--- config.mk ---
export PLATFORM = sky130hd
export DESIGN_NAME = psd3_ctrl
export DESIGN_NICKNAME = d
export VERILOG_FILES = /design/src/sv/psd3_pkg.sv /design/src/sv/psd3_ctrl.sv
export SDC_FILE = /design/constraint.sdc
export NUM_CORES = 1
export LEC_CHECK = 0
export ABC_AREA = 1
export BUFFER_PORTS_ARGS = -buffer_cell sky130_fd_sc_hd__buf_2
export CORE_ASPECT_RATIO = 1.1
export CORE_MARGIN = 10
export CORE_UTILIZATION = 47
export CTS_CLUSTER_DIAMETER = 50
export DETAILED_ROUTE_END_ITERATION = 12
export GPL_ROUTABILITY_DRIVEN = 1
export PLACE_DENSITY = 0.75
export SLEW_MARGIN = 25
export SYNTH_ARGS = -nofsm -noshare
export SYNTH_HDL_FRONTEND = slang
export SYNTH_SLANG_ARGS = --single-unit
export TNS_END_PERCENT = 5
--- constraint.sdc ---
create_clock -name clk_i -period 1.6 [get_ports clk_i]
set_clock_uncertainty 0.1 [all_clocks]
set_input_delay 0.24 -clock clk_i [delete_from_list [all_inputs] [get_ports clk_i]]
set_output_delay 0.24 -clock clk_i [all_outputs]
set_load 0.05 [all_outputs]
--- src/sv/psd3_pkg.sv ---
// Shared types, codes and helpers for the 3x3 pixel spike detector.
`default_nettype none
package psd3_pkg;

  // Register indexes on the configuration port.
  localparam logic [1:0] REG_LINE_WIDTH   = 2'd0;
  localparam logic [1:0] REG_LOCAL_FACTOR = 2'd1;
  localparam logic [1:0] REG_Z_LIMIT      = 2'd2;
  localparam logic [1:0] REG_GLOBAL_FLOOR = 2'd3;

  localparam int unsigned MUL_W = 24;

  typedef struct packed {
    logic [15:0] pixel;
    logic        frame_start;
  } pixel_in_t;

  typedef struct packed {
    logic [7:0] center_column;
    logic       local_spike;
    logic       hybrid_spike;
  } result_t;

  // Operation issued to the shared multiplier in a given cycle.
  typedef enum logic [3:0] {
    OP_NONE = 4'd0,
    OP_FL   = 4'd1,
    OP_FZ   = 4'd2,
    OP_SQ   = 4'd3,
    OP_SS   = 4'd4,
    OP_DD   = 4'd5,
    OP_LLO  = 4'd6,
    OP_LHI  = 4'd7,
    OP_ZLO  = 4'd8,
    OP_ZHI  = 4'd9
  } op_e;

  typedef struct packed {
    logic       accept;
    logic       shift;
    op_e        op;
    logic [2:0] idx;
    logic       load_out;
  } cmd_t;

  typedef struct packed {
    logic produce;
    logic out_free;
  } status_t;

  // Window position of neighbour number idx; the centre (position 4) is skipped.
  function automatic logic [3:0] nb_pos(input logic [2:0] idx);
    logic [3:0] p;
    p = {1'b0, idx};
    if (idx >= 3'd4) begin
      p = p + 4'd1;
    end
    return p;
  endfunction

endpackage
`default_nettype wire

--- src/sv/psd3_ctrl.sv ---
// Controller state machine that sequences one pixel through the datapath.
`default_nettype none
module psd3_ctrl (
  input  wire logic              clk_i,
  input  wire logic              rst_ni,
  input  wire logic              in_valid_i,
  input  wire psd3_pkg::status_t status_i,
  output logic                   in_stall_o,
  output psd3_pkg::cmd_t         cmd_o
);

  typedef enum logic [3:0] {
    ST_IDLE = 4'b0001,
    ST_READ = 4'b0010,
    ST_CALC = 4'b0100,
    ST_OUT  = 4'b1000
  } state_e;

  localparam logic [4:0] STEP_LAST = 5'd16;

  state_e     state_q, state_d;
  logic [4:0] step_q, step_d;

  always_comb begin
    state_d        = state_q;
    step_d         = step_q;
    cmd_o          = '0;
    cmd_o.op       = psd3_pkg::OP_NONE;
    in_stall_o     = 1'b1;
    unique case (state_q)
      ST_IDLE: begin
        in_stall_o = 1'b0;
        if (in_valid_i) begin
          cmd_o.accept = 1'b1;
          state_d      = ST_READ;
        end
      end
      ST_READ: begin
        cmd_o.shift = 1'b1;
        step_d      = '0;
        state_d     = status_i.produce ? ST_CALC : ST_IDLE;
      end
      ST_CALC: begin
        priority if (step_q == 5'd0) begin
          cmd_o.op = psd3_pkg::OP_FL;
        end else if (step_q == 5'd1) begin
          cmd_o.op = psd3_pkg::OP_FZ;
        end else if (step_q <= 5'd9) begin
          cmd_o.op  = psd3_pkg::OP_SQ;
          cmd_o.idx = 3'(step_q - 5'd2);
        end else if (step_q == 5'd10) begin
          cmd_o.op = psd3_pkg::OP_SS;
        end else if (step_q == 5'd11) begin
          cmd_o.op = psd3_pkg::OP_DD;
        end else if (step_q == 5'd12) begin
          cmd_o.op = psd3_pkg::OP_LLO;
        end else if (step_q == 5'd13) begin
          cmd_o.op = psd3_pkg::OP_LHI;
        end else if (step_q == 5'd14) begin
          cmd_o.op = psd3_pkg::OP_ZLO;
        end else if (step_q == 5'd15) begin
          cmd_o.op = psd3_pkg::OP_ZHI;
        end else begin
          cmd_o.op = psd3_pkg::OP_NONE;
        end
        step_d = step_q + 5'd1;
        if (step_q == STEP_LAST) begin
          state_d = ST_OUT;
        end
      end
      ST_OUT: begin
        if (status_i.out_free) begin
          cmd_o.load_out = 1'b1;
          state_d        = ST_IDLE;
        end
      end
      default: begin
        state_d = ST_IDLE;
      end
    endcase
  end

  always_ff @(posedge clk_i or negedge rst_ni) begin
    if (!rst_ni) begin
      state_q <= ST_IDLE;
      step_q  <= '0;
    end else begin
      state_q <= state_d;
      step_q  <= step_d;
    end
  end

endmodule
`default_nettype wire

Yosys cells after proc, flatten, opt, wreduce, memory -nomap -nowiden
Cells that the tools add are included.
{"block": "word_totals", "mem_bits_rw": 0, "inputBits": 5, "output_inout_bits": 11, "romBits": 0, "n_memories": 0, "latch_bits": 0, "register_bits": 9, "elab_cells": 48}
{"block": "op_classes", "multipliers": 0, "bitwise": 0, "add_sub_neg": 2, "n_mux": 25, "n_reduce_logical": 3, "div": 0, "magnitude_cmp": 1, "eq_ne": 15, "shifts": 0}
{"cell": "$mux W4", "count": 12}
{"cell": "$eq A5 B4 Y1 const B", "count": 6}
{"cell": "$pmux W4 S4", "count": 1}
{"cell": "$mux W3", "count": 4}
{"cell": "$pmux W5 S2", "count": 1}
{"cell": "$mux W7", "count": 1}
{"cell": "$mux W1", "count": 6}
{"cell": "$ne A2 B2 Y1 const B", "count": 3}
{"cell": "$add A5 B1 Y5 const B", "count": 1}
{"cell": "$eq A5 B1 Y1 const B", "count": 1}
{"cell": "$eq A5 B5 Y1 const B", "count": 1}
{"cell": "$le A5 B4 Y1 const B", "count": 1}
{"cell": "$logic_not A5 Y1", "count": 1}
{"cell": "$eq A4 B1 Y1 const B", "count": 1}
{"cell": "$eq A4 B2 Y1 const B", "count": 1}
{"cell": "$eq A4 B3 Y1 const B", "count": 1}
{"cell": "$eq A4 B4 Y1 const B", "count": 1}
{"cell": "$reduce_and A3 Y1", "count": 1}
{"cell": "$sub A3 B2 Y3 const B", "count": 1}
{"cell": "$reduce_bool A2 Y1", "count": 1}

Logic depth before layout (Yosys ltp)
Gate-level depths: netlist (run 1).
{"block": "depth", "word_depth": 11, "depth_mapped": 13, "mapped_depth_nobuf": 13}

Worst setup path after synthesis (run 1)
No wires, ideal clock.
{"block": "synth_path", "path_kind": "register to output", "start": "reg step_q[0]", "end": "out cmd_o[5] (netlist name)", "path_slack_ns": -0.842, "path_stages_with_launch": 5, "t_arrival_ns": 2.102, "required_time_ns": 1.260, "cell_sequence": "dfrtp_1 > inv_1 > ha_1 > o211ai_1 > a211oi_1"}
{"item": "start: declaration", "line": "psd3_ctrl.sv:22", "rtl": "logic [4:0] step_q, step_d;"}
{"item": "start signal: assignment", "line": "psd3_ctrl.sv:89", "rtl": "step_q <= step_d;"}
{"item": "end: declaration", "line": "psd3_ctrl.sv:9", "rtl": "output psd3_pkg::cmd_t cmd_o"}

==> results of run 1 <==
[cell usage after synthesis (2+ instances only)]
library cell / count
o22ai_1: 2
nand4_1: 2
nor2_1: 12
dfrtp_1: 8
ha_1: 7
nand2_4: 2
nand2_1: 24
inv_1: 10
nand3_1: 8
o21ai_2: 2
inv_2: 3
o21ai_1: 2
nor2_4: 2
[cells in the final DEF (no fill, tap or decap), types with 2 or more instances in the layout]
cell type	instances
o21ai_2	2
inv_2	7
nor2_2	7
nand3_1	7
ha_1	3
ha_2	3
nand2_4	2
buf_4	33
inv_1	6
o22ai_1	2
clkbuf_4	3
nor2_1	5
o21ai_1	2
nand4_1	2
nand2_2	3
nand2_1	22
buf_2	4
dfrtp_2	4
nor2_4	3
dfrtp_1	4
buf_6	6
[through the flow]
| step | total power [W] | worst slack, ns | setup TNS, ns | area [um^2] |
|---|---|---|---|---|
| floorplan | 0.001092 | -0.3720 | -2.966 | 810.8 |
| global placement | 0.001451 | -0.3118 | -2.058 | 1095 |
| detailed placement | 0.001479 | -0.3466 | -2.299 | 1095 |
| CTS | 0.001806 | -0.5248 | -4.082 | 1225 |
| global route | 0.001985 | -0.6512 | -5.612 | 1262 |
| finish | 0.001848 | -0.5364 | -4.100 | 1262 |
[routing by layer]
metal / wire length [um] / up-vias / GRT usage, %
li1: - / 429 / -
met1: 882 / 390 / 12.89
met2: 1236 / 18 / 22.63
met3: 61 / 4 / 1.829
met4: 28 / 0 / 6.609
met5: 0 / - / 0
[where the power goes]
part	total, W	internal, W	leakage, nW	switching (W)
Combinational	0.00127	0.000551	0.503	0.000723
Clock	0.000174	0.0000923	0.0177	0.0000821
Sequential	0.000399	0.000306	0.113	0.0000927
Total	0.00185	0.000950	0.634	0.000898
[cell families after synthesis]
| logic type | Yosys count | synth area share [%] |
|---|---|---|
| DFF | 9 | 29.15 |
| and+or+nand+nor | 55 | 36.88 |
| AOI/OAI and AO/OA | 14 | 15.30 |
| xor gates and xnor gates | 1 | 1.127 |
| adders and majority gates | 7 | 11.27 |
| buffers and inverters | 13 | 6.281 |
[final cells by class]
cell class / count / area, um^2 / area share (%)
tap: 17 / 21.27 / 1.685
multi-input combinational: 77 / 573.1 / 45.39
inverter: 13 / 48.80 / 3.865
clock buffer: 3 / 22.52 / 1.784
timing repair buffer: 45 / 360.3 / 28.54
sequential: 9 / 231.5 / 18.33
clock inverter: 1 / 5.005 / 0.3964
[how the worst max path moves through the flow]
stage | slack, ns | startpoint | end
finish | -0.54 | step_q[1] | cmd_o[7]
global route | -0.65 | step_q[0] | cmd_o[4]
CTS | -0.52 | step_q[1] | cmd_o[4]
detailed placement | -0.35 | step_q[1] | cmd_o[7]
global placement | -0.31 | step_q[1] | cmd_o[7]
floorplan | -0.37 | step_q[1] | cmd_o[7]
[worst max-delay path: stages, from the launching register on]
cell     delay [ns]
dfrtp_2        0.44
buf_4          0.15
ha_1           0.16
inv_1          0.07
nor2_2         0.04
buf_4          0.13
nand2_1        0.10
nand3_1        0.13
nor3_4         0.14
buf_6          0.18
[repair_timing]
| item | 4_1_cts | 5_1_grt |
|---|---|---|
| hold endpoints to repair | 9 | 0 |
| hold buffers | 1 | 0 |
| resized for setup | 28 | 7 |
| cloned | 0 | 0 |
| setup buffers | 2 | 2 |
| endpoints found under the setup margin | 13 | 17 |
| pin swaps | 2 | 6 |
[sequential cells by signal (all words and copies together) (netlist names)]
register and cells:
step_q 5, state_q 4
==> results.toml, run 1 <==
[worst_setup_path]
worst_ep_required_time_ns = 1.26
timing.critical_path.fanout_max = 4
worstSetupEndpointType = "output pin"
rrSetupSlack_ns = -0.03
critical_path_class = "flip-flop to output pin"
r2r.worst_path.cells = 7
start_kind = "flip-flop"
worstReg2RegStart = "step_q[1]"
crit_arrival_ns = 1.80
regToRegEndpoint = "state_q[3]"

[sta]
holdWs_ns = 0.07028
hold_violations = 0
rsz0062_at_grt = "true"
relSlewSlack_pct = 83.23
worst-slew-pin-transition_ns = 0.2515
final_max_slew_viol_count = 0
min_period_ns = 2.136
finalSetupViolCount = 12
max_freq_mhz = 468.1
min_period_over_period_pct = 133.5
layout_setup_ws_ns = -0.5364

[cts]
clkTransAtPathRegs_ns = 0.06
numCtsBuffers = 3
cts_buffer_depth = 2
cts_root_buf = "clkbuf_4"
clk_latency_ns = 0.26
clock-sinks = 9
cts_tree = "built"
h-tree-depth = 1

[min_path]
whs_endpoint = "state_q[0]"
min_path_type = "input pin to flip-flop"
worstHoldStart = "in_valid_i"
hold_path_depth = 2

[routing]
wl_per_cell_um = 13.38
avgViaCountPerCell = 5.097
ant_nets = 0
drt_iter0_drc = 11
num_vias = 841
drtPass1Iterations = 4
drc = 0
routed_wl_um = 2208

[logic_synthesis]
synth-edff-count = 0
synth_nets = 111
synth_top_cell_area_share_pct = 25.76
synthArstFlopShare_pct = 100.0
yosysWarnings = 0
seq_area_frac_synth_pct = 29.15
syn_avg_cell_area_um2 = 7.848
synth_top_area_cell = "dfrtp_1"
yosys-top-cells-area = "dfrtp_1 26%, nand2_1 12%, ha_1 11%"
ys_ff_latch = 9
syn_area_um2 = 777.0
synthFlopType = "dfrtp_1"
ys_types = 28
syn_inst = 99

[place]
routabilityCongestion = 0.8816
dp_hpwl_um = 1636
dp_cells = 156
io_buffer_count = 15

[floorplanning]
die_y_um = 62.65
die_area_mm2 = 0.003681
rows = 15
initial_core_util_pct = 49.29
io_pins = 16
coreArea_mm2 = 0.001577
die_x_um = 58.77

[final_layout]
area_delta_synth_final_pct = 62.48
fin_cells = 165
nets = 161
drive_above_1_share_pct = 60.81
utilization_pct = 80.08
num-fill-cells = 102
diodes = 0

[global_route]
grt_overflow_total = 0
track_usage_pct = 12.48
grt_max_degree = 10
antenna_found_initial = 0
grt_pass1_vias = 889
grt_pass1_wl_um = 3788

[run_status]
violations = "setup timing"
outcome = "finished with violations"

[power_and_ir_drop]
power_per_cell_area_mw_per_mm2 = 1464
irDropWorstVdd_mv = 1.302
p_leak_nw = 0.6344

[run]
drv_cap = 0
Power figures use the tool's default switching activity.
==> run 2, diff against run 1 <==
--- a/config.mk
+++ b/config.mk
@@ -5,7 +5,6 @@
 export SDC_FILE = /design/constraint.sdc
 export NUM_CORES = 1
 export LEC_CHECK = 0
-export ABC_AREA = 1
 export BUFFER_PORTS_ARGS = -buffer_cell sky130_fd_sc_hd__buf_2
 export CORE_ASPECT_RATIO = 1.1
 export CORE_MARGIN = 10
==> run 2 against run 1 <==
Against the previous run:
- clock-buffer cell count rose by 1
- critical path type unchanged
- critical endpoint unchanged
- combinational power fell by 27%
- design area grew 18%
- largest power group unchanged
- critical path depth decreased by 2
- via count up 23%
- final cell count shrank 3.6%
- fmax is 5.0% lower
- the flow still finishes with violations (setup timing)
==> results.toml, run 2 <==
[routing]
drc = 0
ant_nets = 0
drtPass1Iterations = 4
routed_wl_um = 3454
wl_per_cell_um = 21.72
drt_iter0_drc = 30
avgViaCountPerCell = 6.516
num_vias = 1036

[sta]
rsz0062_at_grt = "true"
min_period_ns = 2.248
hold_violations = 0
max_freq_mhz = 444.9
worst-slew-pin-transition_ns = 0.7053
relSlewSlack_pct = 52.72
layout_setup_ws_ns = -0.6479
final_max_slew_viol_count = 0
finalSetupViolCount = 12
min_period_over_period_pct = 140.5

[worst_setup_path]
critical_path_class = "flip-flop to output pin"
timing.critical_path.fanout_max = 4
r2r.worst_path.cells = 7
crit_arrival_ns = 1.91
rrSetupSlack_ns = -0.04
worstSetupEndpointType = "output pin"
crit_path_start = "step_q[0]"
worstReg2RegStart = "step_q[1]"
worst_ep_required_time_ns = 1.26
start_kind = "flip-flop"
cp_slowest_stage_delay_ns = 0.45
path_cells = "inv_2 -> ha_4 -> or2_4 -> a21oi_4 -> nand2_4 -> nor3_4 -> buf_6"
regToRegEndpoint = "state_q[3]"
crit_path_top_delay_cell = "dfrtp_2"

[floorplanning]
io_pins = 16
die_y_um = 62.41
coreArea_mm2 = 0.001558
die_x_um = 58.55
initial_core_util_pct = 49.32
die_area_mm2 = 0.003654
rows = 15

[power_and_ir_drop]
seqPwrFrac_pct = 22.0
intPower_w = 0.0008054
power_per_cell_area_mw_per_mm2 = 961.5
power_frac_comb_pct = 64.8
p_leak_nw = 0.6439
irDropWorstVdd_mv = 1.115
clkPwrFrac_pct = 13.2
p_switching_w = 0.0006322
netSwitchingFraction_pct = 43.98

[min_path]
worstHoldStart = "in_valid_i"
whs_endpoint = "state_q[0]"
min_path_type = "input pin to flip-flop"
hold_path_depth = 4

[logic_synthesis]
synth_nets = 106
seq_area_frac_synth_pct = 29.48
synth_top_cell_area_share_pct = 26.06
synth_common_cells = "8 x dfrtp_1, 8 x nand2_1, 8 x nor2_1"
syn_area_um2 = 768.2
yosys-top-cells-area = "dfrtp_1 26%, ha_1 11%, nand2b_1 4.9%"
synth-edff-count = 0
yosysWarnings = 0
ys_types = 34
synthFlopType = "dfrtp_1"
syn_avg_cell_area_um2 = 8.173
synth_top_area_cell = "dfrtp_1"
syn_inst = 94
ys_ff_latch = 9
synthArstFlopShare_pct = 100.0

[run_status]
outcome = "finished with violations"
violations = "setup timing"

[final_layout]
nets = 155
drive_above_1_share_pct = 65.49
mostFrequentLayoutCell = "buf_4"
utilization_pct = 95.98
largest-register = "step_q"
largest_register_ffs = 5
largestRegisters = "step_q: 5 flops, state_q: 4 flops"
area_delta_synth_final_pct = 94.62
fin_cells = 159
diodes = 0
num-fill-cells = 36
final_cell_mix = "27 x buf_4, 16 x buf_6, 7 x dfrtp_1"

[global_route]
track_usage_pct = 18.48
antenna_found_initial = 0
grt_pass1_vias = 1079
grt_pass1_wl_um = 5375
grt_max_degree = 10
grt_overflow_total = 0

[cts]
cts_buffer_depth = 2
h-tree-depth = 1
cts_tree = "built"
clk_latency_ns = 0.28
numCtsBuffers = 3
clock-sinks = 9
clkTransAtPathRegs_ns = 0.07
cts_root_buf = "clkbuf_4"

[place]
dp_cells = 148
dp_hpwl_um = 1895
routabilityCongestion = 0.9179
io_buffer_count = 15

[run]
drv_cap = 0
[run 2: cell count changes after synthesis, sizes merged, moves of 4 or more]
cell and change:
nand2 -19, nor2 -8, inv -7, nand2b +6
nand3 -6, a21oi +5, and3 +5, nor3 +4
[run 2: kinds of logic after synthesis]
| family | after synthesis | share of synthesized area [%] |
|---|---|---|
| AO/OA/AOI/OAI | 24 | 21.50 |
| adder cells (fa/ha/maj) | 7 | 11.40 |
| buffers and inverters | 11 | 6.678 |
| flip-flops | 9 | 29.48 |
| AND/OR/NAND/NOR | 43 | 30.95 |
[run 2: cell type report]
type                       count  area, um^2  area share, %
multi-input combinational     74       769.5          51.46
timing repair buffer          49       427.9          28.62
sequential                     9       227.7          15.23
clock buffer                   4       26.28          1.757
inverter                       6       22.52          1.506
tap                           17       21.27          1.423
[run 2: layer usage]
layer  wire [um]  track usage, %  vias up
met5           0               0        -
met4         290           14.12        0
met3         307           4.675       32
met2        1694           31.52       75
met1        1161           18.05      496
li1            -               -      433
[run 2: repair_timing]
item | in CTS | in global routing
setup buffers | 1 | 6
pin swaps | 10 | 9
resized for setup | 55 | 13
endpoints found under the setup margin | 13 | 18
hold buffers | 1 | 0
endpoints found under the hold margin | 9 | 0
[run 2: power groups by stage]
stage / clock network, W / logic, W / registers [W]
after floorplan: 0 / 0.000439 / 0.000306
after global routing: 0.000197 / 0.000983 / 0.000319
after detailed placement: 0 / 0.000644 / 0.000299
after global placement: 0 / 0.000622 / 0.000295
after CTS: 0.000184 / 0.000807 / 0.000305
final: 0.000190 / 0.000931 / 0.000316
[run 2: how the worst max path moves through the flow]
stage / endpoint / slack, ns / depth (start not counted)
5_1_grt: cmd_o[7] / -0.69 / 7
4_1_cts: cmd_o[4] / -0.57 / 7
2_1_floorplan: cmd_o[7] / -0.51 / 6
3_3_place_gp: cmd_o[1] / -0.43 / 8
6_report: cmd_o[7] / -0.65 / 7
3_5_place_dp: cmd_o[4] / -0.51 / 8
[run 2: stage by stage]
| stage | setup slack [ns] | power, W | hold WS (ns) | area (um^2) | setup TNS, ns |
|---|---|---|---|---|---|
| floorplan | -0.5116 | 0.0007453 | -0.1556 | 869.6 | -4.494 |
| global placement | -0.4263 | 0.0009169 | -0.002674 | 1126 | -2.802 |
| detailed placement | -0.5132 | 0.0009423 | 0.001808 | 1126 | -3.318 |
| CTS | -0.5684 | 0.001296 | 0.1400 | 1391 | -4.261 |
| global route | -0.6863 | 0.001499 | 0.1855 | 1495 | -5.596 |
| finish | -0.6479 | 0.001438 | 0.1566 | 1495 | -4.919 |
[run 2: worst max-delay path, delay by kind of cell, from the launching register on]
family / cells / cell delay [ns]
flops: 1 / 0.45
simple gates: 3 / 0.53
compound gates: 1 / 0.21
fa+ha+maj: 1 / 0.17
buf+inv: 2 / 0.26
